`config.mk`:
```
export PLATFORM = sky130hd
export DESIGN_NAME = speaker_toggle_to_pcm
export DESIGN_NICKNAME = d
export VERILOG_FILES = /design/src/design/spt_pkg.sv /design/src/design/spt_divider.sv /design/src/design/spt_filter.sv /design/src/design/speaker_toggle_to_pcm.sv
export VERILOG_INCLUDE_DIRS = /design/src /design/src/design
export SDC_FILE = /design/constraint.sdc
export NUM_CORES = 2
export LEC_CHECK = 0
export BUFFER_PORTS_ARGS = -buffer_cell sky130_fd_sc_hd__buf_2
export CORE_UTILIZATION = 25
export CTS_BUF_LIST = sky130_fd_sc_hd__clkbuf_4 sky130_fd_sc_hd__clkbuf_8 sky130_fd_sc_hd__clkbuf_16
export CTS_CLUSTER_SIZE = 40
export DETAILED_ROUTE_END_ITERATION = 12
export PLACE_DENSITY_LB_ADDON = 0.1
export SLEW_MARGIN = 25
export SYNTH_ARGS = -nofsm -noshare
export SYNTH_HDL_FRONTEND = slang
export SYNTH_HIERARCHICAL = 1
export SYNTH_SLANG_ARGS = --single-unit
```
`constraint.sdc`:
```
create_clock -name clk_i -period 23.6 [get_ports clk_i]
set_input_delay 2.36 -clock clk_i [delete_from_list [all_inputs] [get_ports clk_i]]
set_output_delay 2.36 -clock clk_i [all_outputs]
set_load 0.01 [all_outputs]
```
`src/design/assert_macros.svh`:
```
// assertion macros shared by the design files
`ifndef ASSERT_MACROS_SVH
`define ASSERT_MACROS_SVH

// property checked on every rising edge outside reset
`define SPT_ASSERT(name, clk, rst_n, prop) \
  name: assert property (@(posedge clk) disable iff (!(rst_n)) (prop)) \
    else $error("spt assertion failed");

// same-cycle implication checked outside reset
`define SPT_ASSERT_IMP(name, clk, rst_n, ante, cons) \
  name: assert property (@(posedge clk) disable iff (!(rst_n)) (ante) |-> (cons)) \
    else $error("spt implication failed");

// next-cycle implication checked outside reset
`define SPT_ASSERT_NEXT(name, clk, rst_n, ante, cons) \
  name: assert property (@(posedge clk) disable iff (!(rst_n)) (ante) |=> (cons)) \
    else $error("spt next-cycle implication failed");

`endif

```
`src/design/spt_pkg.sv`:
```
// shared types, constants and helpers of the speaker to pcm converter
package spt_pkg;

  localparam int SAMPLE_BITS = 16;
  localparam int FRAC_BITS   = SAMPLE_BITS;
  localparam int FILT_BITS   = SAMPLE_BITS + 2;
  localparam int CNT_BITS    = 32;
  localparam int COEF_BITS   = 16;
  localparam int Q_SHIFT     = 15;
  localparam int SUM_BITS    = FILT_BITS + 4;

  localparam logic [COEF_BITS-1:0] Q15_ONE = COEF_BITS'(32768);

  localparam logic [1:0] REG_LOWPASS = 2'd0;
  localparam logic [1:0] REG_DC      = 2'd1;
  localparam logic [1:0] REG_MUTED   = 2'd2;

  typedef enum logic {
    CMD_TOGGLE = 1'b0,
    CMD_SAMPLE = 1'b1
  } spt_cmd_e;

  // filter step strobes, at most one per cycle
  typedef struct packed {
    logic lp_mul;
    logic lp_add;
    logic dc_mul;
    logic dc_add;
    logic speaker;
  } spt_filt_ctrl_t;

  localparam logic signed [SUM_BITS-1:0] FILT_HI = SUM_BITS'((1 << (FILT_BITS - 1)) - 1);
  localparam logic signed [SUM_BITS-1:0] FILT_LO = -SUM_BITS'(1 << (FILT_BITS - 1));

  function automatic logic signed [FILT_BITS-1:0] sat_filt(
    input logic signed [SUM_BITS-1:0] x
  );
    logic signed [SUM_BITS-1:0] y;
    y = x;
    if (x > FILT_HI) y = FILT_HI;
    if (x < FILT_LO) y = FILT_LO;
    return y[FILT_BITS-1:0];
  endfunction

endpackage

```
`src/design/spt_divider.sv`:
```
// bit-serial restoring divider forming the signed duty ratio in q2.16
module spt_divider import spt_pkg::*; (
  input  logic                        clk_i,
  input  logic                        rst_ni,
  input  logic                        start_i,
  input  logic [CNT_BITS-1:0]         high_i,
  input  logic [CNT_BITS-1:0]         low_i,
  output logic                        done_o,
  output logic signed [FILT_BITS-1:0] raw_o
);

  localparam int QBITS = FRAC_BITS + 1;
  localparam int DBITS = CNT_BITS + 1;
  localparam int CW    = $clog2(QBITS + 1);
  localparam logic [CW-1:0] SIGN_STEP = CW'(QBITS);

  logic                 busy_q, busy_d;
  logic [CW-1:0]        cnt_q, cnt_d;
  logic [DBITS-1:0]     rem_q, rem_d;
  logic [DBITS-1:0]     total_q, total_d;
  logic [QBITS-1:0]     quo_q, quo_d;
  logic                 neg_q, neg_d;
  logic                 zero_q, zero_d;
  logic signed [FILT_BITS-1:0] raw_q, raw_d;

  logic [DBITS-1:0]     diff;
  logic [CNT_BITS-1:0]  mag;
  logic [DBITS:0]       trial;
  logic [DBITS:0]       trial_sub;
  logic                 ge;
  logic [FILT_BITS-1:0] quo_ext;

  assign diff      = {1'b0, high_i} - {1'b0, low_i};
  assign mag       = diff[CNT_BITS] ? (low_i - high_i) : diff[CNT_BITS-1:0];
  assign trial     = (cnt_q == '0) ? {1'b0, rem_q} : {rem_q, 1'b0};
  assign trial_sub = trial - {1'b0, total_q};
  assign ge        = trial >= {1'b0, total_q};
  assign quo_ext   = FILT_BITS'(quo_q);

  always_comb begin
    busy_d  = busy_q;
    cnt_d   = cnt_q;
    rem_d   = rem_q;
    total_d = total_q;
    quo_d   = quo_q;
    neg_d   = neg_q;
    zero_d  = zero_q;
    raw_d   = raw_q;
    if (start_i) begin
      busy_d  = 1'b1;
      cnt_d   = '0;
      rem_d   = {1'b0, mag};
      total_d = {1'b0, high_i} + {1'b0, low_i};
      neg_d   = diff[CNT_BITS];
      zero_d  = (high_i == '0) && (low_i == '0);
      quo_d   = '0;
    end else if (busy_q) begin
      if (cnt_q == SIGN_STEP) begin
        busy_d = 1'b0;
        if (zero_q) begin
          raw_d = '0;
        end else if (neg_q) begin
          raw_d = -$signed(quo_ext);
        end else begin
          raw_d = $signed(quo_ext);
        end
      end else begin
        rem_d = ge ? trial_sub[DBITS-1:0] : trial[DBITS-1:0];
        quo_d = {quo_q[QBITS-2:0], ge};
        cnt_d = cnt_q + 1'b1;
      end
    end
  end

  always_ff @(posedge clk_i or negedge rst_ni) begin
    if (!rst_ni) begin
      busy_q <= 1'b0;
      cnt_q  <= '0;
    end else begin
      busy_q <= busy_d;
      cnt_q  <= cnt_d;
    end
  end

  always_ff @(posedge clk_i) begin
    rem_q   <= rem_d;
    total_q <= total_d;
    quo_q   <= quo_d;
    neg_q   <= neg_d;
    zero_q  <= zero_d;
    raw_q   <= raw_d;
  end

  assign done_o = busy_q && (cnt_q == SIGN_STEP);
  assign raw_o  = raw_q;

`include "assert_macros.svh"

  `SPT_ASSERT_IMP(a_start_idle, clk_i, rst_ni, start_i, !busy_q)
  `SPT_ASSERT_IMP(a_rem_below, clk_i, rst_ni, busy_q && (cnt_q != '0) && !zero_q, rem_q < total_q)

endmodule

```
`src/design/spt_filter.sv`:
```
// low-pass, dc tracker and q1.15 conversion on one shared multiplier
module spt_filter import spt_pkg::*; (
  input  logic                          clk_i,
  input  logic                          rst_ni,
  input  spt_filt_ctrl_t                ctrl_i,
  input  logic signed [FILT_BITS-1:0]   raw_i,
  input  logic [COEF_BITS-1:0]          lp_coef_i,
  input  logic [COEF_BITS-1:0]          dc_coef_i,
  output logic signed [SAMPLE_BITS-1:0] speaker_o
);

  localparam int PROD_BITS = FILT_BITS + COEF_BITS + 2;
  localparam logic signed [PROD_BITS-1:0] HALF = PROD_BITS'(1 << (Q_SHIFT - 1));
  localparam logic signed [FILT_BITS:0] CORR_HI = (FILT_BITS + 1)'(1 << FRAC_BITS);
  localparam logic signed [FILT_BITS:0] CORR_LO = -(FILT_BITS + 1)'(1 << FRAC_BITS);
  localparam logic signed [FILT_BITS-1:0] SPK_HI = FILT_BITS'((1 << (SAMPLE_BITS - 1)) - 1);

  logic signed [FILT_BITS-1:0]   lp_q, dc_q;
  logic signed [PROD_BITS-1:0]   prod_q;
  logic signed [SAMPLE_BITS-1:0] spk_q;

  logic signed [FILT_BITS:0]     err;
  logic signed [COEF_BITS:0]     coef;
  logic signed [PROD_BITS-1:0]   prod_rnd;
  logic signed [PROD_BITS-1:0]   prod_shr;
  logic signed [SUM_BITS-1:0]    base;
  logic signed [SUM_BITS-1:0]    sum;
  logic signed [FILT_BITS:0]     corr, corr_cl, corr_rnd;
  logic signed [FILT_BITS-1:0]   half;

  always_comb begin
    if (ctrl_i.lp_mul) begin
      err  = (FILT_BITS + 1)'(raw_i) - (FILT_BITS + 1)'(lp_q);
      coef = {1'b0, lp_coef_i};
    end else begin
      err  = (FILT_BITS + 1)'(lp_q) - (FILT_BITS + 1)'(dc_q);
      coef = {1'b0, Q15_ONE - dc_coef_i};
    end
  end

  assign prod_rnd = prod_q + HALF;
  assign prod_shr = prod_rnd >>> Q_SHIFT;
  assign base     = ctrl_i.lp_add ? SUM_BITS'(lp_q) : SUM_BITS'(dc_q);
  assign sum      = base + prod_shr[SUM_BITS-1:0];

  always_comb begin
    corr    = (FILT_BITS + 1)'(lp_q) - (FILT_BITS + 1)'(dc_q);
    corr_cl = corr;
    if (corr > CORR_HI) corr_cl = CORR_HI;
    if (corr < CORR_LO) corr_cl = CORR_LO;
    corr_rnd = (corr_cl + (FILT_BITS + 1)'(1)) >>> 1;
    half     = corr_rnd[FILT_BITS-1:0];
    if (half > SPK_HI) half = SPK_HI;
  end

  always_ff @(posedge clk_i or negedge rst_ni) begin
    if (!rst_ni) begin
      lp_q <= '0;
      dc_q <= '0;
    end else begin
      if (ctrl_i.lp_add) lp_q <= sat_filt(sum);
      if (ctrl_i.dc_add) dc_q <= sat_filt(sum);
    end
  end

  always_ff @(posedge clk_i) begin
    if (ctrl_i.lp_mul || ctrl_i.dc_mul) prod_q <= PROD_BITS'(err) * PROD_BITS'(coef);
    if (ctrl_i.speaker) spk_q <= half[SAMPLE_BITS-1:0];
  end

  assign speaker_o = spk_q;

`include "assert_macros.svh"

  `SPT_ASSERT(a_one_step, clk_i, rst_ni, $onehot0(ctrl_i))

endmodule

```
`src/design/speaker_toggle_to_pcm.sv`:
```
// Speaker toggle to PCM converter. Toggle and sample-end words arrive in time order on the
// slave stream; toggles accumulate high and low cycle counts, each sample end produces one
// word of left, right and speaker sample on the master stream. A toggle word passes the
// diff and count states; a sample-end word then also passes the bit-serial divider (one
// quotient bit per cycle plus a sign step) and the lp multiply, lp add, dc multiply, dc
// add and speaker steps of the shared filter, then waits while the master side stalls the
// result. The next word is taken while an earlier result still waits on the master side.
module speaker_toggle_to_pcm import spt_pkg::*; #(
  parameter int STAMP_BITS = 32
) (
  input  logic                                   clk_i,
  input  logic                                   rst_ni,
  input  logic                                   s_axis_tvalid,
  output logic                                   s_axis_tready,
  // cycle_stamp, extra_left, extra_right, zero pad
  input  logic [((STAMP_BITS+2*SAMPLE_BITS+7)/8)*8-1:0] s_axis_tdata,
  // command
  input  logic                                   s_axis_tuser,
  output logic                                   m_axis_tvalid,
  input  logic                                   m_axis_tready,
  // left_out, right_out, speaker_level_out
  output logic [3*SAMPLE_BITS-1:0]               m_axis_tdata,
  input  logic                                   cfg_we_i,
  input  logic [1:0]                             cfg_index_i,
  input  logic [COEF_BITS-1:0]                   cfg_data_i
);

  typedef enum logic [10:0] {
    ST_IDLE      = 11'b000_0000_0001,
    ST_DIFF      = 11'b000_0000_0010,
    ST_COUNT     = 11'b000_0000_0100,
    ST_DIV_START = 11'b000_0000_1000,
    ST_DIVIDE    = 11'b000_0001_0000,
    ST_LP_MUL    = 11'b000_0010_0000,
    ST_LP_ADD    = 11'b000_0100_0000,
    ST_DC_MUL    = 11'b000_1000_0000,
    ST_DC_ADD    = 11'b001_0000_0000,
    ST_SPEAKER   = 11'b010_0000_0000,
    ST_EMIT      = 11'b100_0000_0000
  } state_e;

  state_e state_q, state_d;

  logic [COEF_BITS-1:0]   lp_coef_q, dc_coef_q;
  logic                   muted_q;
  logic                   level_q;
  logic [STAMP_BITS-1:0]  last_q;
  logic [CNT_BITS-1:0]    high_q, low_q;

  spt_cmd_e                     cmd_q;
  logic [STAMP_BITS-1:0]        stamp_q, diff_q;
  logic signed [SAMPLE_BITS-1:0] el_q, er_q;

  logic                     m_valid_q;
  logic [3*SAMPLE_BITS-1:0] m_data_q;

  logic                     in_fire, emit_fire, older;
  logic [CNT_BITS-1:0]      elapsed, ctr_cur, ctr_new;
  logic                     elapsed_over;
  logic [CNT_BITS:0]        ctr_sum;
  logic [COEF_BITS-1:0]     lp_eff, dc_eff;
  logic                     div_done;
  logic signed [FILT_BITS-1:0]   raw;
  logic signed [SAMPLE_BITS-1:0] spk;
  logic signed [SAMPLE_BITS+1:0] sum_l, sum_r;
  logic [SAMPLE_BITS-1:0]        left, right;
  spt_filt_ctrl_t                fctl;

  assign s_axis_tready = (state_q == ST_IDLE);
  assign in_fire       = s_axis_tvalid && s_axis_tready;
  assign emit_fire     = (state_q == ST_EMIT) && (!m_valid_q || m_axis_tready);

  generate
    if (STAMP_BITS > CNT_BITS) begin : g_wide
      assign elapsed      = diff_q[CNT_BITS-1:0];
      assign elapsed_over = |diff_q[STAMP_BITS-1:CNT_BITS];
    end else begin : g_narrow
      assign elapsed      = CNT_BITS'(diff_q);
      assign elapsed_over = 1'b0;
    end
  endgenerate

  assign older   = diff_q[STAMP_BITS-1];
  assign ctr_cur = level_q ? high_q : low_q;
  assign ctr_sum = {1'b0, ctr_cur} + {1'b0, elapsed};
  assign ctr_new = (elapsed_over || ctr_sum[CNT_BITS]) ? '1 : ctr_sum[CNT_BITS-1:0];

  assign lp_eff = (lp_coef_q > Q15_ONE) ? Q15_ONE : lp_coef_q;
  assign dc_eff = (dc_coef_q > Q15_ONE) ? Q15_ONE : dc_coef_q;

  always_comb begin
    state_d = state_q;
    case (state_q)
      ST_IDLE:      if (in_fire) state_d = ST_DIFF;
      ST_DIFF:      state_d = ST_COUNT;
      ST_COUNT:     state_d = (cmd_q == CMD_SAMPLE) ? ST_DIV_START : ST_IDLE;
      ST_DIV_START: state_d = ST_DIVIDE;
      ST_DIVIDE:    if (div_done) state_d = ST_LP_MUL;
      ST_LP_MUL:    state_d = ST_LP_ADD;
      ST_LP_ADD:    state_d = ST_DC_MUL;
      ST_DC_MUL:    state_d = ST_DC_ADD;
      ST_DC_ADD:    state_d = ST_SPEAKER;
      ST_SPEAKER:   state_d = ST_EMIT;
      ST_EMIT:      if (emit_fire) state_d = ST_IDLE;
      default:      state_d = ST_IDLE;
    endcase
  end

  always_ff @(posedge clk_i or negedge rst_ni) begin
    if (!rst_ni) begin
      state_q   <= ST_IDLE;
      lp_coef_q <= COEF_BITS'(16384);
      dc_coef_q <= COEF_BITS'(32604);
      muted_q   <= 1'b0;
      level_q   <= 1'b0;
      last_q    <= '0;
      high_q    <= '0;
      low_q     <= '0;
      m_valid_q <= 1'b0;
    end else begin
      state_q <= state_d;
      if (cfg_we_i) begin
        case (cfg_index_i)
          REG_LOWPASS: lp_coef_q <= cfg_data_i;
          REG_DC:      dc_coef_q <= cfg_data_i;
          REG_MUTED:   muted_q   <= cfg_data_i[0];
          default:     ;
        endcase
      end
      if (state_q == ST_COUNT) begin
        if (!older) begin
          if (level_q) high_q <= ctr_new;
          else         low_q  <= ctr_new;
        end
        if (cmd_q == CMD_TOGGLE) begin
          level_q <= ~level_q;
          if (!older) last_q <= stamp_q;
        end else begin
          last_q <= stamp_q;
        end
      end
      if (state_q == ST_DIV_START) begin
        high_q <= '0;
        low_q  <= '0;
      end
      if (emit_fire)          m_valid_q <= 1'b1;
      else if (m_axis_tready) m_valid_q <= 1'b0;
    end
  end

  always_ff @(posedge clk_i) begin
    if (in_fire) begin
      cmd_q   <= spt_cmd_e'(s_axis_tuser);
      stamp_q <= s_axis_tdata[STAMP_BITS-1:0];
      el_q    <= s_axis_tdata[STAMP_BITS +: SAMPLE_BITS];
      er_q    <= s_axis_tdata[STAMP_BITS+SAMPLE_BITS +: SAMPLE_BITS];
    end
    if (state_q == ST_DIFF) diff_q <= stamp_q - last_q;
    if (emit_fire) m_data_q <= {spk, right, left};
  end

  spt_divider u_div (
    .clk_i   (clk_i),
    .rst_ni  (rst_ni),
    .start_i (state_q == ST_DIV_START),
    .high_i  (high_q),
    .low_i   (low_q),
    .done_o  (div_done),
    .raw_o   (raw)
  );

  assign fctl.lp_mul  = (state_q == ST_LP_MUL);
  assign fctl.lp_add  = (state_q == ST_LP_ADD);
  assign fctl.dc_mul  = (state_q == ST_DC_MUL);
  assign fctl.dc_add  = (state_q == ST_DC_ADD);
  assign fctl.speaker = (state_q == ST_SPEAKER);

  spt_filter u_filt (
    .clk_i     (clk_i),
    .rst_ni    (rst_ni),
    .ctrl_i    (fctl),
    .raw_i     (raw),
    .lp_coef_i (lp_eff),
    .dc_coef_i (dc_eff),
    .speaker_o (spk)
  );

  // halved mix, always within range
  assign sum_l = (SAMPLE_BITS + 2)'(spk) + (SAMPLE_BITS + 2)'(el_q) + (SAMPLE_BITS + 2)'(1);
  assign sum_r = (SAMPLE_BITS + 2)'(spk) + (SAMPLE_BITS + 2)'(er_q) + (SAMPLE_BITS + 2)'(1);
  assign left  = muted_q ? '0 : sum_l[SAMPLE_BITS:1];
  assign right = muted_q ? '0 : sum_r[SAMPLE_BITS:1];

  assign m_axis_tvalid = m_valid_q;
  assign m_axis_tdata  = m_data_q;

`include "assert_macros.svh"

  `SPT_ASSERT_IMP(a_done_in_divide, clk_i, rst_ni, div_done, state_q == ST_DIVIDE)
  `SPT_ASSERT_NEXT(a_window_cleared, clk_i, rst_ni, state_q == ST_DIV_START, (high_q == '0) && (low_q == '0))

endmodule
```
==> Word-level counts from Yosys, hierarchy flattened <==
Index checks and enable logic that the tools add are counted.
{ "totals": {"regBits": 484, "in_bits": 88} }
{ "classes": {"add_sub_neg": 18, "mul": 1, "n_lt_le_gt_ge": 8, "n_eq_ne": 21, "mux": 41, "bitwise_logic": 5, "reduce_logical": 27} }
{ "op_table": {"columns": ["op", "n"], "rows": [
  ["two-way mux 32 bit", 16],
  ["one-hot mux 11 bit (11 select lines)", 1],
  ["adder 32 x 32 -> 33 bit", 2],
  ["logical NOT 32 bit", 2],
  ["subtractor 32 bit", 2],
  ["two-way mux 19 bit", 3],
  ["two-way mux 16 bit", 3],
  ["subtractor 18 x 18 -> 19 bit", 2],
  ["adder 36 x 16 -> 36 bit, second input constant", 1],
  ["multiplier 19 x 17 -> 36 bit", 1],
  ["two-way mux 18 bit", 2],
  ["adder 16 x 16 -> 17 bit", 2],
  ["adder 17 x 2 -> 17 bit, second input constant", 2],
  [">= comparator 34 x 33 -> 1 bit", 1],
  ["two-way mux 34 bit", 1],
  ["two-way mux 11 bit", 3],
  ["two-way mux 33 bit", 1],
  ["subtractor 32 x 32 -> 33 bit", 1],
  ["subtractor 33 bit", 1],
  ["> comparator 16 bit, second input constant", 2],
  ["adder 22 bit", 1],
  ["> comparator 22 x 18 -> 1 bit, second input constant", 1],
  ["less-than comparator 22 x 18 -> 1 bit, second input constant", 1],
  ["two-way mux 22 bit", 1],
  ["other kinds (37)", 68]
]} }

==> Longest topological paths before layout <==
{ "logic_depth": {"word_depth": 7, "depth_mapped": 37, "depth_no_buf": 36} }

==> Modules after synthesis <==
The synthesis kept the hierarchy.
{ "modules_own_cells": {"columns": ["module", "n_inst", "cells_per_inst", "area_each_um2", "seq_area_each_um2"], "rows": [
  ["spt_filter", 1, 2094, 18238.7, 2042.0],
  ["speaker_toggle_to_pcm", 1, 1363, 15528.6, 7923.8],
  ["spt_divider", 1, 1446, 11969.0, 3062.9]
]} }

==> Worst setup path before layout <==
Ideal clock, no wire load.
{ "synth_timing": {"path_kind": "register to register", "from": "reg u_filt.lp_q[0]", "to": "reg u_filt.prod_q[35] (data pin)", "t_arrival_ps": 8255, "required_ps": 23340, "slack_ps": 15085, "stages_incl_launch_ff": 34, "cell_sequence": "dfrtp_1 > inv_1 > ha_1 > inv_1 > fa_1 > a21oi_4 > o221ai_2 > o211a_4 > o31ai_4 > nor3_1 > o31a_1 > a22oi_1 > clkbuf_1 > and2_1 > fa_1 > fa_1 > clkbuf_1 > inv_1 > fa_1 > fa_1 > fa_1 > fa_1 > inv_1 > ha_1 > inv_1 > o21bai_1 > a21o_1 > a21oi_1 > nor2b_1 > o21ai_0 > nand2b_1 > a221oi_1 > o21ba_2 > xnor2_1"} }
{ "synth_via": {"elab_chain_cells": 3, "word_cells_on_any_way": 4, "classes_between": "add/sub (2); mul (1); mux (1)"} }
{ "synth_lines": {"columns": ["item", "line_no", "source"], "rows": [
  ["start: declaration", "spt_filter.sv:18", "logic signed [FILT_BITS-1:0] lp_q, dc_q;"],
  ["start signal: assignment", "spt_filter.sv:61", "if (ctrl_i.lp_add) lp_q <= sat_filt(sum);"],
  ["subtractor 18 x 18 -> 19 bit (on tied branches)", "spt_filter.sv:36, spt_filter.sv:33", null],
  ["two-way mux 19 bit *", "spt_filter.sv:32", "if (ctrl_i.lp_mul) begin"],
  ["multiplier 19 x 17 -> 36 bit *", "spt_filter.sv:67", "if (ctrl_i.lp_mul || ctrl_i.dc_mul) prod_q <= PROD_BITS'(err) * PROD_BITS'(coef);"],
  ["end signal: assignment", "spt_filter.sv:67", null],
  ["end: declaration", "spt_filter.sv:19", "logic signed [PROD_BITS-1:0] prod_q;"]
]} }
Mark *: on every way between the ends. The rest lies on a longest branch, timed or not.
A chain may end at the register's enable or synchronous reset.

==> Final worst setup path <==
{ "layout_timing": {"from": "reg dc_coef_q[8]", "to": "reg u_filt.prod_q[35] (data pin)"} }
{ "layout_via": {"elab_chain_cells": 5} }
{ "layout_lines": {"columns": ["item", "line_no", "source"], "rows": [
  ["start: declaration", "speaker_toggle_to_pcm.sv:44", "logic [COEF_BITS-1:0] lp_coef_q, dc_coef_q;"],
  ["start signal: assignment", "speaker_toggle_to_pcm.sv:125", "REG_DC: dc_coef_q <= cfg_data_i;"],
  ["> comparator 16 bit", "speaker_toggle_to_pcm.sv:89", "assign dc_eff = (dc_coef_q > Q15_ONE) ? Q15_ONE : dc_coef_q;"],
  ["two-way mux 16 bit", "speaker_toggle_to_pcm.sv:89", null],
  ["via dc_eff[3]", "speaker_toggle_to_pcm.sv:61", "logic [COEF_BITS-1:0] lp_eff, dc_eff;"],
  ["subtractor 16 bit", "spt_filter.sv:37", "coef = {1'b0, Q15_ONE - dc_coef_i};"],
  ["two-way mux 16 bit", "spt_filter.sv:32", null],
  ["multiplier 19 x 17 -> 36 bit", "spt_filter.sv:67", null]
]} }
The timed path passes the listed nets, and every way through them passes these cells.

==> impl_metrics.toml <==
[clock_tree]
clk_path_buf_depth = 3
ctsResizeCount = 0
postCtsSetupBuffers = 0
cts_made_buffers = 61
cts_sinks = 470
root_buffer = "clkbuf_16"
h-tree-depth = 2
clk_latency_ns = 0.71
ctsHoldBuffers = 0
clkSlewWorstSetupHoldPaths_ns = 0.06
cts_tree = "built"

[placed_design]
io_buffers = 137
dp_hpwl_microns = 114000
gp_congestion = 0.844
placed_cell_area_sq_um = 49100

[cells_and_area]
syn_to_final_growth_pct = 12.1
drive_gt1_frac = 0.120
fillers = 19300
layout.nets = 5745
layout_common_cells = "633 x inv_1, 404 x nand2_1, 389 x nor2_1"
final_common_cell = "inv_1"
final_area_sq_um = 51300

[timing]
finalHoldViolations = 0
period_minus_slack_ns = 9.64
tightestPinTransition_ns = 1.09
grt_setup_unrepaired = "no"
tns_ns = 0
slew_headroom = 0.249
fin_skew_ns = 0.0774
max_freq_mhz = 104
slew_violations = 0
finalSetupViolCount = 0
fin_crit_sh = 0.408

[route]
drc = 0
vias_per_cell = 4.69
post_drt_wl_per_cell_microns = 19.4
vias = 34600
drt_iter0_markers = 1984
wl_microns = 144000
drtPass1Iterations = 5
antenna_left = 0

[global_route]
antenna_found_initial = 1
grt-ovfl-total = 0
grt_pass1_wl_microns = 221000
grt_pass1_vias = 35300
grt_max_degree = 73
track_usage = 0.154

[pwr]
p_sw_w = 0.00304
seq_power_share = 0.214
peakVddDrop_uv = 67.1
p_sw_frac = 0.479
power.internal_w = 0.00331
p_total_w = 0.00634
pwr-share-comb = 0.628
p_clk_frac = 0.158
powerDensity_nw_per_um2 = 124
p_leak_nw = 22.3

[worst_setup_path]
timing_worst_setup_path_type = "reg -> reg"
critPathRequiredTime_ns = 23.98
worstPathArrival_ns = 10.01
end_kind = "flip-flop"
cp_max_fo = 17
startpoint = "dc_coef_q[8]"
r2r_setup_slack_ns = 13.96
crit_path_top_delay_cell = "a21o_1"
path_buf_inv = 3
worstSetupEndpoint = "u_filt/prod_q[35]"
r2r_cells = 30
start_kind = "flip-flop"
r2r_end = "u_filt/prod_q[35]"
cp.depth = 30
slowest_delay_ns = 0.64
cpMostUsedCell = "fa_1"
r2r-start = "dc_coef_q[8]"
crit_family = "adder cells"

[logic_synthesis]
syn_area_sq_um = 45700
seq_area_frac_synth = 0.285
synthArstFlopShare = 0.391
synth_edf_count = 268
syn_avg_cell_area_sq_um = 9.33
synth_flop_cell = "edfxtp_1"
synth_seq_cells = 470
ys_warn_count = 6
synth_cell_types = 108
syn-num-nets = 5677
syn_inst = 4903

[die]
chipHeight_microns = 430
start_util = 0.252
dieArea_sq_um = 185000
core_sq_um = 181000
rows = 156
die_x_microns = 430
io-pin-count = 138

[job]
maxCapViolCount = 0

[run_status]
status = "completed"

[worst_hold_path]
hold_path_class = "reg -> reg"
[synthesized netlist by cell type (11+ instances only)]
| library cell | number | share of area |
|---|---|---|
| a22oi_1 | 15 | 0.0025 |
| o21ai_1 | 15 | 0.0016 |
| nand3_1 | 77 | 0.0084 |
| nor4_1 | 48 | 0.0066 |
| o31ai_1 | 20 | 0.0033 |
| and2_1 | 47 | 0.0064 |
| a21o_1 | 103 | 0.017 |
| a21boi_0 | 11 | 0.0018 |
| o21a_1 | 43 | 0.0071 |
| mux2i_1 | 58 | 0.013 |
| nor3b_1 | 15 | 0.0025 |
| a211oi_1 | 55 | 0.0090 |
| nand3b_1 | 11 | 0.0018 |
| nand2_1 | 404 | 0.033 |
| clkbuf_1 | 123 | 0.010 |
| inv_1 | 633 | 0.052 |
| ha_1 | 376 | 0.10 |
| dfstp_2 | 13 | 0.0075 |
| a22o_1 | 15 | 0.0029 |
| nand4_1 | 39 | 0.0053 |
| o211ai_1 | 20 | 0.0033 |
| xor2_1 | 113 | 0.022 |
| dfrtp_1 | 171 | 0.094 |
| o21bai_1 | 39 | 0.0064 |
| a211oi_2 | 31 | 0.0085 |
| edfxtp_1 | 268 | 0.18 |
| nor3_1 | 85 | 0.0093 |
| a31oi_1 | 32 | 0.0044 |
| or3_1 | 26 | 0.0036 |
| nor2_1 | 389 | 0.032 |
| nor2b_1 | 86 | 0.012 |
| o21ai_0 | 209 | 0.023 |
| dfxtp_1 | 18 | 0.0079 |
| a21oi_1 | 305 | 0.033 |
| and3_1 | 35 | 0.0048 |
| xnor2_1 | 178 | 0.034 |
| fa_1 | 310 | 0.14 |
| nand2b_1 | 44 | 0.0060 |
| buf_2 | 27 | 0.0030 |
| mux2_2 | 157 | 0.039 |
| a211o_1 | 16 | 0.0031 |
[worst min path at each step]
stage,cells after the start,to,slack [ns],startpoint
6_report,2,u_div/quo_q[16],0.49,u_div/quo_q[16]
5_1_grt,2,u_div/quo_q[16],0.51,u_div/quo_q[16]
4_1_cts,2,u_div/quo_q[16],0.49,u_div/quo_q[16]
3_5_place_dp,2,u_div/quo_q[16],0.48,u_div/quo_q[16]
3_3_place_gp,2,last_q[0],0.48,last_q[0]
2_1_floorplan,2,last_q[0],0.46,last_q[0]
[flip-flops by register name, indices dropped and copies added (netlist names), 22 cells and up]
| signal | flops |
|---|---|
| diff_q | 32 |
| high_q | 32 |
| last_q | 32 |
| u_filt/prod_q | 22 |
| low_q | 32 |
| u_div/rem_q | 33 |
| m_axis_tdata | 48 |
| stamp_q | 32 |
| u_div/total_q | 33 |
[worst reg2reg max path: cells and delay by family, from the launching register on]
| kind | cells | cell delay [ns] |
|---|---|---|
| compound gates | 7 | 2.36 |
| xor+xnor | 2 | 0.16 |
| fa+ha+maj | 7 | 3.28 |
| buf+inv | 3 | 0.16 |
| flops | 1 | 0.54 |
| simple gates | 11 | 2.86 |
[cells by family (layout without fill, tap and decap cells)]
group           after synthesis  in the layout  share of synthesized area
compound gates             1070           1070                      0.158
simple gates               1355           1355                      0.142
buf+inv                     812            932                     0.0695
xor+xnor                    291            291                     0.0557
flops                       470            470                      0.285
mux                         215            215                     0.0513
other cells                   0              1                          0
fa+ha+maj                   690            690                      0.239
[per-stage QoR]
stage	utilization	instances	hold WS, ns	setup WS (ns)
finish	0.283	7394	0.488	13.96
detailed placement	0.271	7278	0.482	13.97
global route	0.283	7394	0.511	13.34
global placement	0.271	7278	0.477	14.00
floorplan	-	4903	0.456	15.08
CTS	0.283	7393	0.491	13.93
[final cells by class]
| cell class | count | area, sq um | area share |
|---|---|---|---|
| antenna | 1 | 2.50 | 0.0000488 |
| timing repair buffer | 180 | 1020 | 0.0198 |
| inverter | 637 | 2400 | 0.0467 |
| tap | 2370 | 2970 | 0.0578 |
| clock inverter | 26 | 378 | 0.00737 |
| multi-input combinational | 3621 | 29700 | 0.579 |
| sequential | 470 | 13000 | 0.254 |
| clock buffer | 89 | 1810 | 0.0353 |
[power by group through the flow]
stage | Clock [W] | Combinational (W) | Sequential, W
2_1_floorplan | 0 | 0.00297 | 0.00130
3_3_place_gp | 0 | 0.00400 | 0.00137
3_5_place_dp | 0 | 0.00399 | 0.00137
4_1_cts | 0.00105 | 0.00402 | 0.00136
5_1_grt | 0.00107 | 0.00448 | 0.00138
6_report | 0.00100 | 0.00398 | 0.00136
[per-layer routing]
layer	global-route usage	wire, microns
met1	0.234	74700
met2	0.229	59900
met3	0.0205	6120
met4	0.0341	2740
met5	0	0
No activity file was read; power rests on OpenSTA's default activity.
